<file path="src/rtl/core/r2e_pkg.sv">
// ----------------------------------------------------------------------------
// r2e_pkg
// Shared types, constants and helper functions for the rotation matrix to
// Euler angle pipeline.
// ----------------------------------------------------------------------------
package r2e_pkg;

  localparam int W  = 36;   // datapath width of CORDIC vectors, Q.28
  localparam int ZW = 34;   // angle accumulator width, Q.28 radians

  localparam logic signed [ZW-1:0] PI_Q28   = 34'sd843314857;
  localparam logic signed [18:0]   PI_Q13   = 19'sd25736;
  localparam logic signed [18:0]   TWOPI_Q13 = 19'sd51472;
  localparam logic signed [31:0]   GAIN_Q30 = 32'sd1768195363;

  typedef struct packed {
    logic signed [W-1:0]  x;
    logic signed [W-1:0]  y;
    logic signed [ZW-1:0] z;
    logic                 zero;
    logic                 neg;
  } prep_t;

  // atan(2^-i) in Q.28, rounded
  function automatic logic signed [ZW-1:0] atan_c(input logic [4:0] i);
    logic signed [ZW-1:0] a;
    case (i)
      5'd0:  a = 34'sd210828714;
      5'd1:  a = 34'sd124459457;
      5'd2:  a = 34'sd65760959;
      5'd3:  a = 34'sd33381290;
      5'd4:  a = 34'sd16755422;
      5'd5:  a = 34'sd8385879;
      5'd6:  a = 34'sd4193963;
      5'd7:  a = 34'sd2097109;
      5'd8:  a = 34'sd1048571;
      5'd9:  a = 34'sd524287;
      5'd10: a = 34'sd262144;
      5'd11: a = 34'sd131072;
      5'd12: a = 34'sd65536;
      5'd13: a = 34'sd32768;
      5'd14: a = 34'sd16384;
      5'd15: a = 34'sd8192;
      5'd16: a = 34'sd4096;
      5'd17: a = 34'sd2048;
      5'd18: a = 34'sd1024;
      5'd19: a = 34'sd512;
      5'd20: a = 34'sd256;
      5'd21: a = 34'sd128;
      5'd22: a = 34'sd64;
      5'd23: a = 34'sd32;
      5'd24: a = 34'sd16;
      5'd25: a = 34'sd8;
      5'd26: a = 34'sd4;
      5'd27: a = 34'sd2;
      5'd28: a = 34'sd1;
      default: a = '0;
    endcase
    return a;
  endfunction

  // Q1.14 element to Q.28
  function automatic logic signed [W-1:0] scale16(input logic [15:0] v);
    return {{(W-30){v[15]}}, v, 14'd0};
  endfunction

  // zero vector detect and pre-rotation by pi for negative x
  function automatic prep_t prep(input logic signed [W-1:0] x,
                                 input logic signed [W-1:0] y);
    prep_t p;
    p.zero = (x == '0) && (y == '0);
    p.neg  = x[W-1];
    p.x    = p.neg ? -x : x;
    p.y    = p.neg ? -y : y;
    if (p.neg) begin
      p.z = y[W-1] ? -PI_Q28 : PI_Q28;
    end else begin
      p.z = '0;
    end
    return p;
  endfunction

  // Q.28 angle to Q2.13 with wrap into [-pi, pi)
  function automatic logic [15:0] to_q13(input logic signed [ZW-1:0] z);
    logic signed [ZW-1:0] t;
    logic signed [18:0]   v;
    t = z + 34'sd16384;
    v = t[ZW-1:15];
    if (v >= PI_Q13) begin
      v = v - TWOPI_Q13;
    end
    if (v < -PI_Q13) begin
      v = v + TWOPI_Q13;
    end
    return v[15:0];
  endfunction

endpackage

</file>
<file path="src/rtl/core/r2e_vec_cell.sv">
// ----------------------------------------------------------------------------
// r2e_vec_cell
// One vectoring CORDIC micro-rotation; drives y toward zero and exports the
// chosen direction for companion rotators in the same stage.
// ----------------------------------------------------------------------------
module r2e_vec_cell #(
  parameter int STEP = 0
) (
  input  logic                         clk,
  input  logic                         en,
  input  logic signed [r2e_pkg::W-1:0]  x_i,
  input  logic signed [r2e_pkg::W-1:0]  y_i,
  input  logic signed [r2e_pkg::ZW-1:0] z_i,
  input  logic                         zero_i,
  output logic signed [r2e_pkg::W-1:0]  x_o,
  output logic signed [r2e_pkg::W-1:0]  y_o,
  output logic signed [r2e_pkg::ZW-1:0] z_o,
  output logic                         zero_o,
  output logic                         cw_o
);

  localparam logic signed [r2e_pkg::ZW-1:0] ATAN = r2e_pkg::atan_c(5'(STEP));

  logic signed [r2e_pkg::W-1:0]  x_r, x_nxt, y_r, y_nxt;
  logic signed [r2e_pkg::ZW-1:0] z_r, z_nxt;
  logic                         zero_r;

  assign cw_o = !y_i[r2e_pkg::W-1];

  always_comb begin
    if (zero_i) begin
      // hold: atan2(0,0) stays 0
      x_nxt = x_i;
      y_nxt = y_i;
      z_nxt = z_i;
    end else if (cw_o) begin
      x_nxt = x_i + (y_i >>> STEP);
      y_nxt = y_i - (x_i >>> STEP);
      z_nxt = z_i + ATAN;
    end else begin
      x_nxt = x_i - (y_i >>> STEP);
      y_nxt = y_i + (x_i >>> STEP);
      z_nxt = z_i - ATAN;
    end
  end

  always_ff @(posedge clk) begin
    if (en) begin
      x_r    <= x_nxt;
      y_r    <= y_nxt;
      z_r    <= z_nxt;
      zero_r <= zero_i;
    end
  end

  assign x_o    = x_r;
  assign y_o    = y_r;
  assign z_o    = z_r;
  assign zero_o = zero_r;

endmodule

</file>
<file path="config.mk">
export PLATFORM = sky130hd
export DESIGN_NAME = r2e_vec_cell
export DESIGN_NICKNAME = d
export VERILOG_FILES = /design/src/rtl/core/r2e_pkg.sv /design/src/rtl/core/r2e_vec_cell.sv
export SDC_FILE = /design/constraint.sdc
export NUM_CORES = 1
export LEC_CHECK = 0
export BUFFER_PORTS_ARGS = -buffer_cell sky130_fd_sc_hd__buf_2
export CORE_MARGIN = 2
export CORE_UTILIZATION = 37
export CTS_CLUSTER_DIAMETER = 80
export DETAILED_ROUTE_END_ITERATION = 8
export PLACE_DENSITY = 0.58
export SYNTH_ARGS = -nofsm -noshare
export SYNTH_HDL_FRONTEND = slang
export SYNTH_SLANG_ARGS = --single-unit
</file>
<file path="constraint.sdc">
create_clock -name clk -period 4.2 [get_ports clk]
set_clock_uncertainty 0.05 [all_clocks]
set_input_delay 0.42 -clock clk [delete_from_list [all_inputs] [get_ports clk]]
set_output_delay 0.42 -clock clk [all_outputs]
set_load 0.03 [all_outputs]
</file>
[Word level (Yosys, flattened, before mapping)]
Cells that the tools add are included.
Operators by class
  add/sub/neg operators: 5
  muxes and demuxes: 6
  reductions and logical operators: 1
Operator list (number)
  $mux W36: 4
  $sub A36 B36 Y36: 2
  $mux W34: 2
  $add A36 B36 Y36: 1
  $add A34 B29 Y34 const B: 1
  $sub A34 B29 Y34 const B: 1
  $logic_not A1 Y1: 1
Storage, ports and cells
  input port bits: 109
  word-level logic and storage cells: 16
  register bits after elaboration: 107
  output and inout port bits: 108

[Depth between registers and ports, before layout]
  depth in word-level cells: 3
  gate-level depth with buffers: 14
  mapped depth without buffers: 12

[Least setup slack after synthesis]
OpenSTA, ideal clock, no wires.
  kind: input to register
  start point: input y_i[35] in the netlist's numbering
  end point: register z_r, in the netlist z_o[33] (data pin)
  required time: 3886 ps
  library setup time: 264 ps
  arrival time: 4137 ps
  path slack: -250 ps
  stages on the path: 14
  path buffers: 3
  path through: inv_1 > clkbuf_1 > clkbuf_1 > buf_1 > ha_1 > nor2b_1 > o311ai_0 > a31oi_1 > o211a_1 > o31a_1 > a22oi_1 > nand3b_1 > a31oi_1 > xor2_1
Between the ends
  cells in the longest elaborated chain, start to end: 2
RTL lines
  start: declaration: RTL line r2e_vec_cell.sv:12  | input logic signed [r2e_pkg::W-1:0] y_i,
  $mux W34: RTL line r2e_vec_cell.sv:36  | end else if (cw_o) begin
  $mux W34: RTL line r2e_vec_cell.sv:31  | if (zero_i) begin
  via z_nxt (one bit): RTL line r2e_vec_cell.sv:25  | logic signed [r2e_pkg::ZW-1:0] z_r, z_nxt;
  end signal: assignment: RTL line r2e_vec_cell.sv:51  | z_r <= z_nxt;
  end: declaration: RTL line r2e_vec_cell.sv:25
The timed path passes the listed nets, and every way through them passes these cells.
A chain may end at the register's enable or synchronous reset.

[Final worst setup path]
  start point: input x_i[0] in the netlist's numbering
  end point: register x_r, in the netlist x_o[32] (data pin)
Between the ends
  cells in the longest elaborated chain, start to end: 3
  elaborated cells between the ends (all ways): 4
  those cells by class: add/sub: 2; mux: 2
RTL lines
  start: declaration: RTL line r2e_vec_cell.sv:11  | input logic signed [r2e_pkg::W-1:0] x_i,
  $add A36 B36 Y36 / $sub A36 B36 Y36 (equally long branches): RTL line r2e_vec_cell.sv:37, r2e_vec_cell.sv:41
  $mux W36 *: RTL line r2e_vec_cell.sv:36
  $mux W36 *: RTL line r2e_vec_cell.sv:31
  via x_nxt (one bit): RTL line r2e_vec_cell.sv:24  | logic signed [r2e_pkg::W-1:0] x_r, x_nxt, y_r, y_nxt;
  end signal: assignment: RTL line r2e_vec_cell.sv:49  | x_r <= x_nxt;
  end: declaration: RTL line r2e_vec_cell.sv:24
Mark *: on every way through the listed nets, which the timed path passes. The rest lies on a longest branch.

==> out/metrics.csv <==
stage;metric;value;unit
synthesis;mux cell area share after synthesis;0.0201;
global_route;total grt overflow;0;
power_and_ir_drop;VDD IR-drop max;0.214;mV
clock_network;CTS Sinks;107;
global_route;initial antenna violation count;3;
worst_setup_path;critical path data arrival time;3.91;ns
timing;Max Fclk;268;MHz
worst_setup_path;Critical Path End;x_o[32]$_DFFE_PP_;
timing;Slew @ Worst Pin;0.880;ns
run_status;status;completed;
route;WL/cell;20.2;um
synthesis;number of synthesized flops with an enable pin;107;
worst_setup_path;CP Launch Point;x_i[0];
synthesis;Synth Register Bits;107;
placement;port buffer count;216;
route;Vias per Instance;5.77;
synthesis;Post-Syn Area per Cell;7.89;um^2
floorplanning;row count;67;
power_and_ir_drop;Power Dens Cells;299;nW/um^2
floorplanning;initial core utilization;0.374;
run;max-cap violation count;0;
clock_network;CTS H-tree depth;3;
placement;global placer's final weighted congestion;0.978;
synthesis;sequential cell area fraction in the yosys report;0.257;
worst_setup_path;CP Capture Type;flip-flop;
finish;# fillers;3458;
floorplanning;I/O pin count;217;
synthesis;share of synthesized registers carrying an async set or reset;0;
synthesis;Syn Nets;1835;
floorplanning;width of the die;188;um
floorplanning;Die ar.;35300;um^2
timing;final setup fails;0;
route;DRC;0;
global_route;Total Routing Usage GR;0.253;
clock_network;clk root buf;clkbuf_16;
clock_network;TritonCTS clock tree;built;
clock_network;clock slew at reported path FFs;0.07;ns
worst_setup_path;Worst setup SP type;primary input;
synthesis;number of distinct library cells after synthesis;77;
floorplanning;DIE HEIGHT;188;um
power_and_ir_drop;Pwr Total;4.36;mW
clock_network;Hold Buf Count CTS;0;
route;First DRT Iteration DRCs;1384;
placement;Detail Placement HPWL;36000;um
synthesis;main combinational cell family by area after synthesis;compound AO/OA/AOI/OAI gates;
clock_network;Post-CTS Setup Inserts;0;
timing;RSZ-0062 raised after global routing;false;
timing;Rel. slew slack;0.413;
worst_setup_path;Crit Path Class;in2reg;
timing;Slew Viols, Final;0;
timing;Final Hold Fails;0;
synthesis;complex-gate fraction of the synthesized area;0.293;
power_and_ir_drop;Pleak;6.58;nW
min_path;hold crit path type;in2reg;
synthesis;Syn. warnings;0;
timing;Final Cycle Share;0.888;
finish;Area Growth Syn to Fin;16.2;%
synthesis;area share of fa/ha/maj cells after synthesis;0.142;
synthesis;XOR/XNOR Fraction of Synth Area;0.0525;
clock_network;Post-CTS Resized;0;
route;via count;12913;
worst_setup_path;Crit path required time;4.38;ns
global_route;pin count of the biggest net entering global routing;94;
worst_setup_path;critical path peak fanout;4;
finish;layout cell share with drive strength beyond 1;0.173;
synthesis;post-synthesis instance total;1586;
route;drt total wl;45300;um
min_path;hold path startpoint;z_i[0];
clock_network;TritonCTS Buffers;9;
synthesis;synthesized cell area;12500;um^2
global_route;first-pass GRT wire length;70300;um
finish;nets@finish;2033;
timing;setup TNS;0;ns
timing;Tmin final;3.73;ns
synthesis;Synth Area in Simple Gates;0.170;
clock_network;clk buf depth;2;
synthesis;ys flop type;edfxtp_1;
floorplanning;core area;33400;um^2
route;Final ANT Viol Nets;0;
global_route;vias in the first global route;12356;
route;first drt pass iteration count;7;
cell usage after synthesis (13+ instances only):
cell type	n	area, um^2
a211oi_1	23	173
a21o_1	55	413
a21oi_1	176	881
a31oi_1	17	106
and3_1	13	81.3
clkbuf_1	60	225
edfxtp_1	107	3210
ha_1	136	1700
inv_1	125	469
mux2i_1	24	240
nand2_1	138	518
nand2b_1	14	87.6
nand3_1	25	125
nand4_1	15	93.8
nor2_1	132	495
nor2b_1	18	113
nor3_1	38	190
o21ai_0	135	676
o21bai_1	30	225
o31ai_1	24	180
xnor2_1	53	464
xor2_1	22	193
cell type report:
| class | instances | area (um^2) | share of cell area |
|---|---|---|---|
| multi-input cells | 1268 | 8490 | 0.584 |
| diodes | 2 | 5.00 | 0.000344 |
| flip-flops and latches | 107 | 3210 | 0.221 |
| clock inverters | 5 | 77.6 | 0.00533 |
| clock buffers | 11 | 233 | 0.0160 |
| repair buffers | 269 | 1490 | 0.102 |
| inverters | 129 | 484 | 0.0333 |
| well taps | 448 | 561 | 0.0385 |
cells in the final DEF, fill, tap and decap left out, types with 22 or more instances in the layout:
master and count:
nand3_1 25, a21oi_1 176, nor2_1 132, xor2_1 22, inv_1 124, xnor2_1 53
nor3_1 38, o21ai_0 135, o31ai_1 24, o21bai_1 30, buf_2 213, edfxtp_1 107
nand2_1 138, ha_1 136, buf_4 56, mux2i_1 24, a21o_1 55, a211oi_1 23
where the power goes:
| part | switching (mW) | internal (mW) | total [mW] |
|---|---|---|---|
| clock network | 0.439 | 0.522 | 0.961 |
| logic | 1.32 | 0.689 | 2.01 |
| registers | 0.0379 | 1.35 | 1.38 |
per-layer routing:
metal	GRT usage	wire length, um	up-vias
met1	0.348	20500	6055
met5	0	18	-
li1	-	-	6165
met2	0.404	20300	604
met3	0.0307	2970	87
met4	0.0999	1500	2
registers in the layout (all words and copies together), names as in the netlist:
name    cells
x_o        36
y_o        36
z_o        34
zero_o      1
cell families (layout without fill, tap and decap cells):
logic type | after synthesis | in the layout
DFF | 107 | 107
buffers and inverters | 211 | 414
adders and majority gates | 140 | 140
other | 0 | 2
and+or+nand+nor | 453 | 453
muxes | 25 | 25
AOI/OAI and AO/OA | 575 | 575
xor gates and xnor gates | 75 | 75
critical path, stage by stage:
cell and delay (ns):
buf_2 0.11, inv_1 0.05, ha_1 0.22, fa_1 0.38, nand2b_1 0.19, a211o_1 0.35, a211oi_1 0.41, o21ai_0 0.22
a211o_1 0.33, a211oi_1 0.39, nor3_1 0.13, or4_1 0.52, a31oi_1 0.18
through the flow:
| stage | hold slack [ns] | area [um^2] | std cells | util | setup WS, ns |
|---|---|---|---|---|---|
| after CTS | 0.148 | 14500 | 2237 | 0.435 | 0.518 |
| after global placement | 0.552 | 14200 | 2221 | 0.426 | 0.213 |
| after global routing | 0.163 | 14600 | 2239 | 0.435 | 0.323 |
| after floorplan | 0.469 | 12500 | 1586 | - | 0.114 |
| final | 0.166 | 14600 | 2239 | 0.435 | 0.469 |
| after detailed placement | 0.549 | 14200 | 2221 | 0.426 | 0.135 |
worst min path at each step:
stage                        to  cells after the start
3_5_place_dp   z_o[0]$_DFFE_PP_                      1
2_1_floorplan  z_o[0]$_DFFE_PP_                      0
6_report       z_o[0]$_DFFE_PP_                      1
4_1_cts        z_o[0]$_DFFE_PP_                      1
3_3_place_gp   z_o[0]$_DFFE_PP_                      1
5_1_grt        z_o[0]$_DFFE_PP_                      1
(Power assumes the default switching activity.)
